[src/hw/rtl/bounded_set_span_tracker_macros.svh]
// ---------------------------------------------------------------------------
// bounded_set_span_tracker assertion macros
// Shared concurrent assertion forms, clocked and disabled during reset.
// ---------------------------------------------------------------------------
`ifndef BOUNDED_SET_SPAN_TRACKER_MACROS_SVH
`define BOUNDED_SET_SPAN_TRACKER_MACROS_SVH

// same-cycle implication
`define BSST_ASSERT_NOW(label, clk, rst_n, ante, cons, msg) \
    label: assert property (@(posedge clk) disable iff (!rst_n) (ante) |-> (cons)) \
        else $error(msg);

// next-cycle implication
`define BSST_ASSERT_NEXT(label, clk, rst_n, ante, cons, msg) \
    label: assert property (@(posedge clk) disable iff (!rst_n) (ante) |=> (cons)) \
        else $error(msg);

`endif

[src/hw/rtl/bsst_pkg.sv]
`timescale 1ns / 1ps
// ---------------------------------------------------------------------------
// bsst_pkg
// Widths, constants and types shared by the span tracker files.
// ---------------------------------------------------------------------------
package bsst_pkg;

    localparam int VAL_W     = 32;
    localparam int GAP_W     = 33;
    localparam int ALU_W     = 34;
    localparam int CNT_W     = 7;
    localparam int DEPTH_DEF = 64;

    localparam logic [CNT_W-1:0] CAP_RESET = CNT_W'(64);
    localparam logic [GAP_W-1:0] GAP_ONES  = '1;

    // sequencer states
    typedef enum logic [3:0] {
        ST_IDLE,
        ST_RD,
        ST_CMP,
        ST_INS,
        ST_GAP_A,
        ST_DIFF_B,
        ST_GAP_B,
        ST_LO,
        ST_HI,
        ST_SPAN,
        ST_OUT
    } state_t;

    // shared subtractor result
    typedef struct packed {
        logic [ALU_W-1:0] diff;
        logic             neg;
    } alu_res_t;

endpackage

[src/hw/rtl/bsst_in_if.sv]
`timescale 1ns / 1ps
// ---------------------------------------------------------------------------
// bsst_in_if
// Input channel: one value per transfer plus a start-new flag.
// ---------------------------------------------------------------------------
interface bsst_in_if import bsst_pkg::*; ();

    logic                    valid;
    logic                    ready;
    logic signed [VAL_W-1:0] value;
    logic                    start_new;

    modport source (output valid, output value, output start_new, input ready);
    modport sink   (input valid, input value, input start_new, output ready);

endinterface

[src/hw/rtl/bsst_out_if.sv]
`timescale 1ns / 1ps
// ---------------------------------------------------------------------------
// bsst_out_if
// Result channel: spans, flags and count for one input transfer.
// ---------------------------------------------------------------------------
interface bsst_out_if import bsst_pkg::*; ();

    logic             valid;
    logic             ready;
    logic [VAL_W-1:0] shortest_span;
    logic [VAL_W-1:0] longest_span;
    logic             span_valid;
    logic             full_error;
    logic [CNT_W-1:0] stored_count;

    modport source (
        output valid, output shortest_span, output longest_span,
        output span_valid, output full_error, output stored_count,
        input ready
    );
    modport sink (
        input valid, input shortest_span, input longest_span,
        input span_valid, input full_error, input stored_count,
        output ready
    );

endinterface

[src/hw/rtl/bsst_ram.sv]
`timescale 1ns / 1ps
// ---------------------------------------------------------------------------
// bsst_ram
// Generic single write port, single read port RAM with registered read.
// ---------------------------------------------------------------------------
module bsst_ram #(
    parameter int WIDTH = 32,
    parameter int DEPTH = 64
) (
    input  logic                     clk,
    input  logic                     we,
    input  logic [$clog2(DEPTH)-1:0] waddr,
    input  logic [WIDTH-1:0]         wdata,
    input  logic [$clog2(DEPTH)-1:0] raddr,
    output logic [WIDTH-1:0]         rdata
);

    logic [WIDTH-1:0] mem_reg [DEPTH];
    logic [WIDTH-1:0] rdata_reg;

    // write and registered read
    always_ff @(posedge clk)
    begin
        if (we)
        begin
            mem_reg[waddr] <= wdata;
        end
        rdata_reg <= mem_reg[raddr];
    end

    assign rdata = rdata_reg;

endmodule

[src/hw/rtl/bsst_alu.sv]
`timescale 1ns / 1ps
// ---------------------------------------------------------------------------
// bsst_alu
// Shared signed subtractor used for ordering, gap and span arithmetic.
// ---------------------------------------------------------------------------
module bsst_alu import bsst_pkg::*; (
    input  logic signed [ALU_W-1:0] op_a,
    input  logic signed [ALU_W-1:0] op_b,
    output alu_res_t                res
);

    logic signed [ALU_W-1:0] diff;

    // operands are sign or zero extended by the caller, so no overflow
    assign diff     = op_a - op_b;
    assign res.diff = diff;
    assign res.neg  = diff[ALU_W-1];

endmodule

[src/hw/rtl/bounded_set_span_tracker.sv]
`timescale 1ns / 1ps
// ---------------------------------------------------------------------------
// bounded_set_span_tracker
// Sorted bounded set of signed values reporting minimum gap and range.
// ---------------------------------------------------------------------------
// Usage:
//   item channel carries value and start_new; result channel returns one
//   result per accepted item (spans, span_valid, full_error, stored_count).
//   cfg_we/cfg_wdata write the capacity register; write only while idle.
// Insertion: an accepted value is inserted by scanning the sorted RAM from the
//   top down, reading each entry visited, then comparing it and shifting it
//   up one slot if it lies above the new value; the scan stops at the first
//   entry not above it. The gap, range and span steps then run before the
//   result is loaded. A rejected (full) item skips straight to the span step.
// Throughput: one item at a time; item.ready is high only while idle. The
//   single RAM port pair and the shared subtractor set the per-entry cost.
// Reset: the set is empty, the minimum gap is all ones and capacity is 64.
//   No clearing pass is needed since only filled entries are ever read.
// Stall: a finished result sits in the output register until taken; the
//   next item may be accepted meanwhile but its result waits for that slot.
// ---------------------------------------------------------------------------
module bounded_set_span_tracker import bsst_pkg::*; #(
    parameter int DEPTH = DEPTH_DEF
) (
    input  logic              clk,
    input  logic              rst_n,
    bsst_in_if.sink           item,
    bsst_out_if.source        result,
    input  logic              cfg_we,
    input  logic [CNT_W-1:0]  cfg_wdata
);

`include "bounded_set_span_tracker_macros.svh"

    localparam int ADDR_W = $clog2(DEPTH);
    localparam logic [CNT_W-1:0] DEPTH_CNT =
        (DEPTH < (1 << CNT_W)) ? CNT_W'(DEPTH) : '1;

    state_t state_reg, state_next;

    logic [CNT_W-1:0]         capacity_reg;
    logic signed [VAL_W-1:0]  x_reg, x_next;
    logic [ADDR_W-1:0]        idx_reg, idx_next;
    logic [CNT_W-1:0]         cnt_reg, cnt_next;
    logic [GAP_W-1:0]         gap_reg, gap_next;
    logic [GAP_W-1:0]         cand_reg, cand_next;
    logic signed [VAL_W-1:0]  lo_reg, lo_next;
    logic signed [VAL_W-1:0]  hi_reg, hi_next;
    logic signed [VAL_W-1:0]  b_reg, b_next;
    logic                     have_a_reg, have_a_next;
    logic                     have_b_reg, have_b_next;
    logic                     full_reg, full_next;
    logic [VAL_W-1:0]         span_reg, span_next;

    logic                     out_valid_reg, out_valid_next;
    logic [VAL_W-1:0]         out_short_reg, out_short_next;
    logic [VAL_W-1:0]         out_long_reg, out_long_next;
    logic                     out_sv_reg, out_sv_next;
    logic                     out_full_reg, out_full_next;
    logic [CNT_W-1:0]         out_cnt_reg, out_cnt_next;

    logic [CNT_W-1:0]         limit;
    logic [CNT_W-1:0]         cnt_eff;
    logic                     ram_we;
    logic [ADDR_W-1:0]        ram_waddr;
    logic [VAL_W-1:0]         ram_wdata;
    logic [VAL_W-1:0]         ram_rdata;
    logic signed [ALU_W-1:0]  op_a, op_b;
    alu_res_t                 alu_res;
    logic                     in_fire;
    logic                     span_ok;

    // sorted value store
    bsst_ram #(
        .WIDTH (VAL_W),
        .DEPTH (DEPTH)
    ) u_ram (
        .clk   (clk),
        .we    (ram_we),
        .waddr (ram_waddr),
        .wdata (ram_wdata),
        .raddr (idx_reg),
        .rdata (ram_rdata)
    );

    // shared subtractor
    bsst_alu u_alu (
        .op_a (op_a),
        .op_b (op_b),
        .res  (alu_res)
    );

    // capacity register
    always_ff @(posedge clk or negedge rst_n)
    begin
        if (!rst_n)
        begin
            capacity_reg <= CAP_RESET;
        end
        else if (cfg_we)
        begin
            capacity_reg <= cfg_wdata;
        end
    end

    // effective capacity saturates at the store depth
    assign limit   = (capacity_reg > DEPTH_CNT) ? DEPTH_CNT : capacity_reg;
    assign in_fire = item.valid && item.ready;
    assign cnt_eff = item.start_new ? '0 : cnt_reg;
    assign span_ok = cnt_reg >= CNT_W'(2);

    assign item.ready = (state_reg == ST_IDLE);

    // subtractor operand select
    always_comb
    begin
        op_a = '0;
        op_b = '0;
        unique case (state_reg)
            ST_CMP:
            begin
                op_a = ALU_W'(x_reg);
                op_b = ALU_W'($signed(ram_rdata));
            end
            ST_GAP_A, ST_GAP_B:
            begin
                op_a = ALU_W'({1'b0, cand_reg});
                op_b = ALU_W'({1'b0, gap_reg});
            end
            ST_DIFF_B:
            begin
                op_a = ALU_W'(b_reg);
                op_b = ALU_W'(x_reg);
            end
            ST_LO:
            begin
                op_a = ALU_W'(x_reg);
                op_b = ALU_W'(lo_reg);
            end
            ST_HI:
            begin
                op_a = ALU_W'(hi_reg);
                op_b = ALU_W'(x_reg);
            end
            ST_SPAN:
            begin
                op_a = ALU_W'(hi_reg);
                op_b = ALU_W'(lo_reg);
            end
            default:
            begin
                op_a = '0;
                op_b = '0;
            end
        endcase
    end

    // sequencer: next state, datapath updates and RAM control
    always_comb
    begin
        state_next     = state_reg;
        x_next         = x_reg;
        idx_next       = idx_reg;
        cnt_next       = cnt_reg;
        gap_next       = gap_reg;
        cand_next      = cand_reg;
        lo_next        = lo_reg;
        hi_next        = hi_reg;
        b_next         = b_reg;
        have_a_next    = have_a_reg;
        have_b_next    = have_b_reg;
        full_next      = full_reg;
        span_next      = span_reg;
        out_valid_next = out_valid_reg && !result.ready;
        out_short_next = out_short_reg;
        out_long_next  = out_long_reg;
        out_sv_next    = out_sv_reg;
        out_full_next  = out_full_reg;
        out_cnt_next   = out_cnt_reg;
        ram_we         = 1'b0;
        ram_waddr      = idx_reg;
        ram_wdata      = x_reg;

        unique case (state_reg)
            ST_IDLE:
            begin
                if (in_fire)
                begin
                    x_next      = item.value;
                    cnt_next    = cnt_eff;
                    have_a_next = 1'b0;
                    have_b_next = 1'b0;
                    full_next   = cnt_eff >= limit;
                    if (item.start_new)
                    begin
                        gap_next = GAP_ONES;
                    end
                    priority if (cnt_eff >= limit)
                    begin
                        state_next = ST_SPAN;
                    end
                    else if (cnt_eff == '0)
                    begin
                        idx_next   = '0;
                        state_next = ST_INS;
                    end
                    else
                    begin
                        idx_next   = ADDR_W'(cnt_eff - CNT_W'(1));
                        state_next = ST_RD;
                    end
                end
            end
            ST_RD:
            begin
                state_next = ST_CMP;
            end
            ST_CMP:
            begin
                if (alu_res.neg)
                begin
                    // stored entry above the new value: shift it up one slot
                    ram_we      = 1'b1;
                    ram_waddr   = idx_reg + ADDR_W'(1);
                    ram_wdata   = ram_rdata;
                    b_next      = $signed(ram_rdata);
                    have_b_next = 1'b1;
                    if (idx_reg == '0)
                    begin
                        state_next = ST_INS;
                    end
                    else
                    begin
                        idx_next   = idx_reg - ADDR_W'(1);
                        state_next = ST_RD;
                    end
                end
                else
                begin
                    // lower neighbor found, gap to it is the difference
                    cand_next   = alu_res.diff[GAP_W-1:0];
                    have_a_next = 1'b1;
                    idx_next    = idx_reg + ADDR_W'(1);
                    state_next  = ST_INS;
                end
            end
            ST_INS:
            begin
                ram_we     = 1'b1;
                ram_waddr  = idx_reg;
                ram_wdata  = x_reg;
                cnt_next   = cnt_reg + CNT_W'(1);
                state_next = ST_GAP_A;
            end
            ST_GAP_A:
            begin
                if (have_a_reg && alu_res.neg)
                begin
                    gap_next = cand_reg;
                end
                state_next = ST_DIFF_B;
            end
            ST_DIFF_B:
            begin
                cand_next  = alu_res.diff[GAP_W-1:0];
                state_next = ST_GAP_B;
            end
            ST_GAP_B:
            begin
                if (have_b_reg && alu_res.neg)
                begin
                    gap_next = cand_reg;
                end
                state_next = ST_LO;
            end
            ST_LO:
            begin
                if (cnt_reg == CNT_W'(1) || alu_res.neg)
                begin
                    lo_next = x_reg;
                end
                state_next = ST_HI;
            end
            ST_HI:
            begin
                if (cnt_reg == CNT_W'(1) || alu_res.neg)
                begin
                    hi_next = x_reg;
                end
                state_next = ST_SPAN;
            end
            ST_SPAN:
            begin
                span_next  = alu_res.diff[VAL_W-1:0];
                state_next = ST_OUT;
            end
            ST_OUT:
            begin
                // load the output register once it is free
                if (!out_valid_reg || result.ready)
                begin
                    out_valid_next = 1'b1;
                    out_short_next = span_ok ? gap_reg[VAL_W-1:0] : '0;
                    out_long_next  = span_ok ? span_reg : '0;
                    out_sv_next    = span_ok;
                    out_full_next  = full_reg;
                    out_cnt_next   = cnt_reg;
                    state_next     = ST_IDLE;
                end
            end
            default:
            begin
                state_next = ST_IDLE;
            end
        endcase
    end

    // control registers
    always_ff @(posedge clk or negedge rst_n)
    begin
        if (!rst_n)
        begin
            state_reg     <= ST_IDLE;
            cnt_reg       <= '0;
            gap_reg       <= GAP_ONES;
            out_valid_reg <= 1'b0;
        end
        else
        begin
            state_reg     <= state_next;
            cnt_reg       <= cnt_next;
            gap_reg       <= gap_next;
            out_valid_reg <= out_valid_next;
        end
    end

    // datapath registers
    always_ff @(posedge clk)
    begin
        x_reg         <= x_next;
        idx_reg       <= idx_next;
        cand_reg      <= cand_next;
        lo_reg        <= lo_next;
        hi_reg        <= hi_next;
        b_reg         <= b_next;
        have_a_reg    <= have_a_next;
        have_b_reg    <= have_b_next;
        full_reg      <= full_next;
        span_reg      <= span_next;
        out_short_reg <= out_short_next;
        out_long_reg  <= out_long_next;
        out_sv_reg    <= out_sv_next;
        out_full_reg  <= out_full_next;
        out_cnt_reg   <= out_cnt_next;
    end

    // result channel
    assign result.valid         = out_valid_reg;
    assign result.shortest_span = out_short_reg;
    assign result.longest_span  = out_long_reg;
    assign result.span_valid    = out_sv_reg;
    assign result.full_error    = out_full_reg;
    assign result.stored_count  = out_cnt_reg;

    // checks
    `BSST_ASSERT_NEXT(a_fire_leaves_idle, clk, rst_n, in_fire, state_reg != ST_IDLE,
        "accepted item did not start processing")
    `BSST_ASSERT_NOW(a_ram_write_state, clk, rst_n, ram_we,
        state_reg == ST_CMP || state_reg == ST_INS, "RAM written outside insert")
    `BSST_ASSERT_NOW(a_lo_le_hi, clk, rst_n, state_reg == ST_IDLE && span_ok,
        lo_reg <= hi_reg, "range bounds out of order")
    `BSST_ASSERT_NOW(a_span_flag, clk, rst_n, result.valid,
        result.span_valid == (result.stored_count >= CNT_W'(2)),
        "span_valid disagrees with stored_count")

endmodule

[src/flat_wrapper.sv]
// flat-port wrapper written by rule: the top's interface ports become plain ports
module bounded_set_span_tracker_flat import bsst_pkg::*;
#(
    parameter int DEPTH = DEPTH_DEF
)
  (clk, rst_n, cfg_we, cfg_wdata, item_valid, item_value, item_start_new, item_ready, result_valid, result_shortest_span, result_longest_span, result_span_valid, result_full_error, result_stored_count, result_ready);
  bsst_in_if item_i ();
  bsst_out_if result_i ();
  input  logic clk;
  input  logic rst_n;
  input  logic cfg_we;
  input  logic [CNT_W-1:0] cfg_wdata;
  input wire logic [$bits(item_i.valid)-1:0] item_valid;
  input wire logic [$bits(item_i.value)-1:0] item_value;
  input wire logic [$bits(item_i.start_new)-1:0] item_start_new;
  output wire logic [$bits(item_i.ready)-1:0] item_ready;
  output wire logic [$bits(result_i.valid)-1:0] result_valid;
  output wire logic [$bits(result_i.shortest_span)-1:0] result_shortest_span;
  output wire logic [$bits(result_i.longest_span)-1:0] result_longest_span;
  output wire logic [$bits(result_i.span_valid)-1:0] result_span_valid;
  output wire logic [$bits(result_i.full_error)-1:0] result_full_error;
  output wire logic [$bits(result_i.stored_count)-1:0] result_stored_count;
  input wire logic [$bits(result_i.ready)-1:0] result_ready;
  assign item_i.valid = item_valid;
  assign item_i.value = item_value;
  assign item_i.start_new = item_start_new;
  assign item_ready = item_i.ready;
  assign result_valid = result_i.valid;
  assign result_shortest_span = result_i.shortest_span;
  assign result_longest_span = result_i.longest_span;
  assign result_span_valid = result_i.span_valid;
  assign result_full_error = result_i.full_error;
  assign result_stored_count = result_i.stored_count;
  assign result_i.ready = result_ready;
  bounded_set_span_tracker #(.DEPTH(DEPTH)) u_core (.clk(clk), .rst_n(rst_n), .item(item_i), .result(result_i), .cfg_we(cfg_we), .cfg_wdata(cfg_wdata));
endmodule
[config.mk]
export PLATFORM = sky130hd
export DESIGN_NAME = bounded_set_span_tracker_flat
export DESIGN_NICKNAME = d
export VERILOG_FILES = /design/src/hw/rtl/bsst_pkg.sv /design/src/hw/rtl/bsst_in_if.sv /design/src/hw/rtl/bsst_out_if.sv /design/src/hw/rtl/bsst_ram.sv /design/src/hw/rtl/bsst_alu.sv /design/src/hw/rtl/bounded_set_span_tracker.sv /design/src/flat_wrapper.sv
export VERILOG_INCLUDE_DIRS = /design/src /design/src/hw/rtl
export SDC_FILE = /design/constraint.sdc
export NUM_CORES = 2
export LEC_CHECK = 0
export BUFFER_PORTS_ARGS = -buffer_cell sky130_fd_sc_hd__buf_2
export CAP_MARGIN = 40
export CORE_ASPECT_RATIO = 0.5
export CORE_MARGIN = 1
export CORE_UTILIZATION = 63
export CTS_BUF_LIST = sky130_fd_sc_hd__clkbuf_4
export CTS_CLUSTER_DIAMETER = 30
export DETAILED_ROUTE_END_ITERATION = 6
export PLACE_DENSITY = 0.87
export SETUP_SLACK_MARGIN = 0.4
export SLEW_MARGIN = 5
export SYNTH_ARGS = -nofsm -noshare
export SYNTH_HDL_FRONTEND = slang
export SYNTH_SLANG_ARGS = --single-unit
[constraint.sdc]
create_clock -name clk -period 19.5 [get_ports clk]
set_input_delay 2.925 -clock clk [delete_from_list [all_inputs] [get_ports clk]]
set_output_delay 2.925 -clock clk [all_outputs]
set_load 0.02 [all_outputs]
==> run_results.csv <==
group,metric,value,unit
status,status,"finished, violations left",
status,failed_checks,"design-rule violations",
setup_path,cp_top_family,"compound AO/OA/AOI/OAI gates",
synth,synth-main-ff-cell,"edfxtp_1",
clock_network,cts_tree,"built",
clock_network,h-tree-depth,6,
timing,hold_violations,0,
timing,period_needed,8740,ps
power,p_total,19.4,mW
clock_network,clk-insertion-delay-late,1380,ps
final_layout,nNetsFinal,4918,
power,powerDensity,183,nW/µm²
timing,slew_headroom,12.4,%
route,vias_per_cell,7.65,
final_layout,fin_area,106000,µm²
synth,yosysSeqAreaShare,76.5,%
timing,skew,109,ps
final_layout,area.growth.synth_to_final,13.1,%
route,vias,55000,
clock_network,ctsResizeCount,0,
placement,place.gp.congestion,0.936,
die,die_area,150000,µm²
global_routing,grt_pass1_vias,53600,
setup_path,crit_path_frequent_cell,"buf_4",
route,drtIter0Drc,11600,
global_routing,antenna_found_initial,48,
die,rows,99,
synth,synth-edff-count,2323,
placement,placed_area,99000,µm²
die,die_h,275,µm
setup_path,path_class,"flop to flop",
timing,tightest_slew,1310,ps
global_routing,overflow,0,
final_layout,fillers,7475,
setup_path,worst_path_largest_cell_delay,900,ps
final_layout,layout.cells.non_filler,7193,
clock_network,postCtsHoldBufs,0,
clock_network,cts_setup_buffers,0,
setup_path,path_cells,"nor2b_1 > nand2_1 > inv_1 > buf_4 > a22o_1 > a221oi_1 > ha_1 > a21oi_1 > o21ai_0 > a2111oi_0 > o21ai_1 > and4_1 > or4_4 > a21oi_1 > o211ai_1 > buf_4 > a21oi_4 > buf_4",
route,wire_per_inst,41.7,µm
placement,port_buffers,119,
global_routing,grt_max_degree,168,
clock_network,cts_buffer_depth,4,
placement,pre_cts_ws,11640,ps
clock_network,cts-root-buf,"clkbuf_4",
min_path,hp-class,"flop to flop",
run,maxCapViolCount,0,
timing,setup_viol,0,
clock_network,cts_inserted_buffers,542,
setup_path,start_kind,"flop",
clock_network,clk_pin_slew,70,ps
setup_path,critPathArrivalTime,9720,ps
timing,fin_crit_sh,44.8,%
synth,syn_nets,4286,
final_layout,drive_gt1_share,38.8,%
setup_path,end_kind,"flop",
synth,syn_inst,4193,
timing,fmaxAchievable,114,MHz
global_routing,grt_usage,39.0,%
route,first_pass_iters,7,
timing,holdWs,507,ps
clock_network,cts.sinks,2407,
route,ant_nets,0,
die,start_util,63.9,%
setup_path,critical_path_required,20480,ps
placement,hpwl,165000,µm
timing,drv_slew,0,
die,dieWidth,548,µm
power,power.leakage,34.3,nW
global_routing,grt_pass1_wl,403000,µm
setup_path,path_max_fanout,36,
route,drcViolationCount,370,
synth,synthDistinctLibCells,66,
die,num_io_pins,120,
final_layout,finish.utilization,72.2,%
placement,dp_cells,6236,
final_layout,largest_reg_flops,2048,
route,wl,300000,µm
timing,rsz0062_at_grt,"false",
die,core_area,147000,µm²
setup_path,critPathBufInv,4,
synth,synth-warning-count,0,
synth,ys_ff_latch,2407,
synth,async_flop_share,2.16,%
synth,syn-cell-area,93800,µm²
setup_path,critPathSlowestCell,"a21oi_1",
power,ir_drop,0.165,mV
synth,avgSynthCellArea,22.4,µm²
timing,setup_tns,0,ps
timing,setup_slack,10760,ps
-- routing by layer --
layer  vias up  GRT usage (%)  wire length, µm
li1      19400              -                -
met1     27000           48.3            88500
met2      6947           58.3           134000
met3      1633           17.7            55600
met4        30           21.1            21800
met5         -          0.122              224
-- layout by cell type, fill, tap and decap left out, drive strengths merged, types with 16 or more instances in the layout --
| cell type | instances |
|---|---|
| edfxtp | 2323 |
| clkbuf | 810 |
| mux4 | 672 |
| buf | 302 |
| nand2 | 121 |
| nor2 | 87 |
| clkinv | 74 |
| mux2 | 72 |
| and2 | 69 |
| a21oi | 67 |
| o21ai | 48 |
| ha | 47 |
| inv | 44 |
| nand2b | 41 |
| dfstp | 34 |
| a222oi | 33 |
| diode | 32 |
| a221oi | 32 |
| dfxtp | 32 |
| a22o | 30 |
| xor2 | 18 |
| o211ai | 18 |
| xnor2 | 18 |
| dfrtp | 18 |
| nand3 | 17 |
| nor2b | 16 |
-- Yosys cell counts (all sizes together), types with 5 or more instances --
library cell  instances  area share [%]
nand4                 6           0.040
a222oi               33            0.35
and2                 69            0.46
xnor2                18            0.17
buf                  64            0.27
mux2                 72            0.86
a221oi               32            0.30
ha                   47            0.63
xor2                 18            0.17
a21oi                67            0.36
a2111oi               8           0.075
mux4                672              16
nor3                 15           0.080
nand2b               41            0.27
edfxtp             2323              74
a31oi                 5           0.033
nand3                17           0.091
o21a                  7           0.056
dfstp                34            0.95
o211ai               18            0.14
nor2b                16            0.11
nor2                 87            0.35
a211oi                6           0.059
dfxtp                32            0.68
a22o                 30            0.28
a21o                 15            0.12
and3                 10           0.067
o21ai                48            0.26
nand2               121            0.49
inv                  27            0.11
clkbuf              155            0.62
nor4                 11           0.073
dfrtp                18            0.48
-- path summary, 6_finish.rpt --
kind	start	to	slack, ps	depth (start not counted)
max	u_core.state_reg[1]$_DFFE_PN0P_	u_core.u_ram.mem_reg[43][17]$_DFFE_PP_	10760	18
min	u_core.full_reg$_DFFE_PP_	u_core.result.full_error$_DFFE_PP_	510	0
max reg2reg	u_core.state_reg[1]$_DFFE_PN0P_	u_core.u_ram.mem_reg[43][17]$_DFFE_PP_	10760	18
min reg2reg	u_core.full_reg$_DFFE_PP_	u_core.result.full_error$_DFFE_PP_	510	0
max in group asynchronous	rst_n	u_core.capacity_reg[3]$_DFFE_PN0P_	17170	2
min in group asynchronous	rst_n	u_core.state_reg[0]$_DFFE_PN0P_	1800	2
-- cell families after synthesis --
family,share of synthesized area (%)
mux,17.0
buf+inv,1.01
flops,76.5
compound gates,2.30
xor+xnor,0.336
fa+ha+maj,0.648
simple gates,2.20
-- layout make-up --
class | instances | area, µm² | area share [%]
clock buffers | 808 | 6070 | 5.72
multi-input cells | 1539 | 21700 | 20.5
inverters | 28 | 113 | 0.106
well taps | 1969 | 2460 | 2.32
clock inverters | 103 | 692 | 0.653
flip-flops and latches | 2407 | 71700 | 67.7
diodes | 32 | 80.1 | 0.0755
repair buffers | 307 | 3140 | 2.96
-- power by group --
group	internal [mW]	switching, mW
clock network	2.04	2.15
logic	2.66	5.06
registers	7.16	0.381
(Power assumes the default switching activity.)
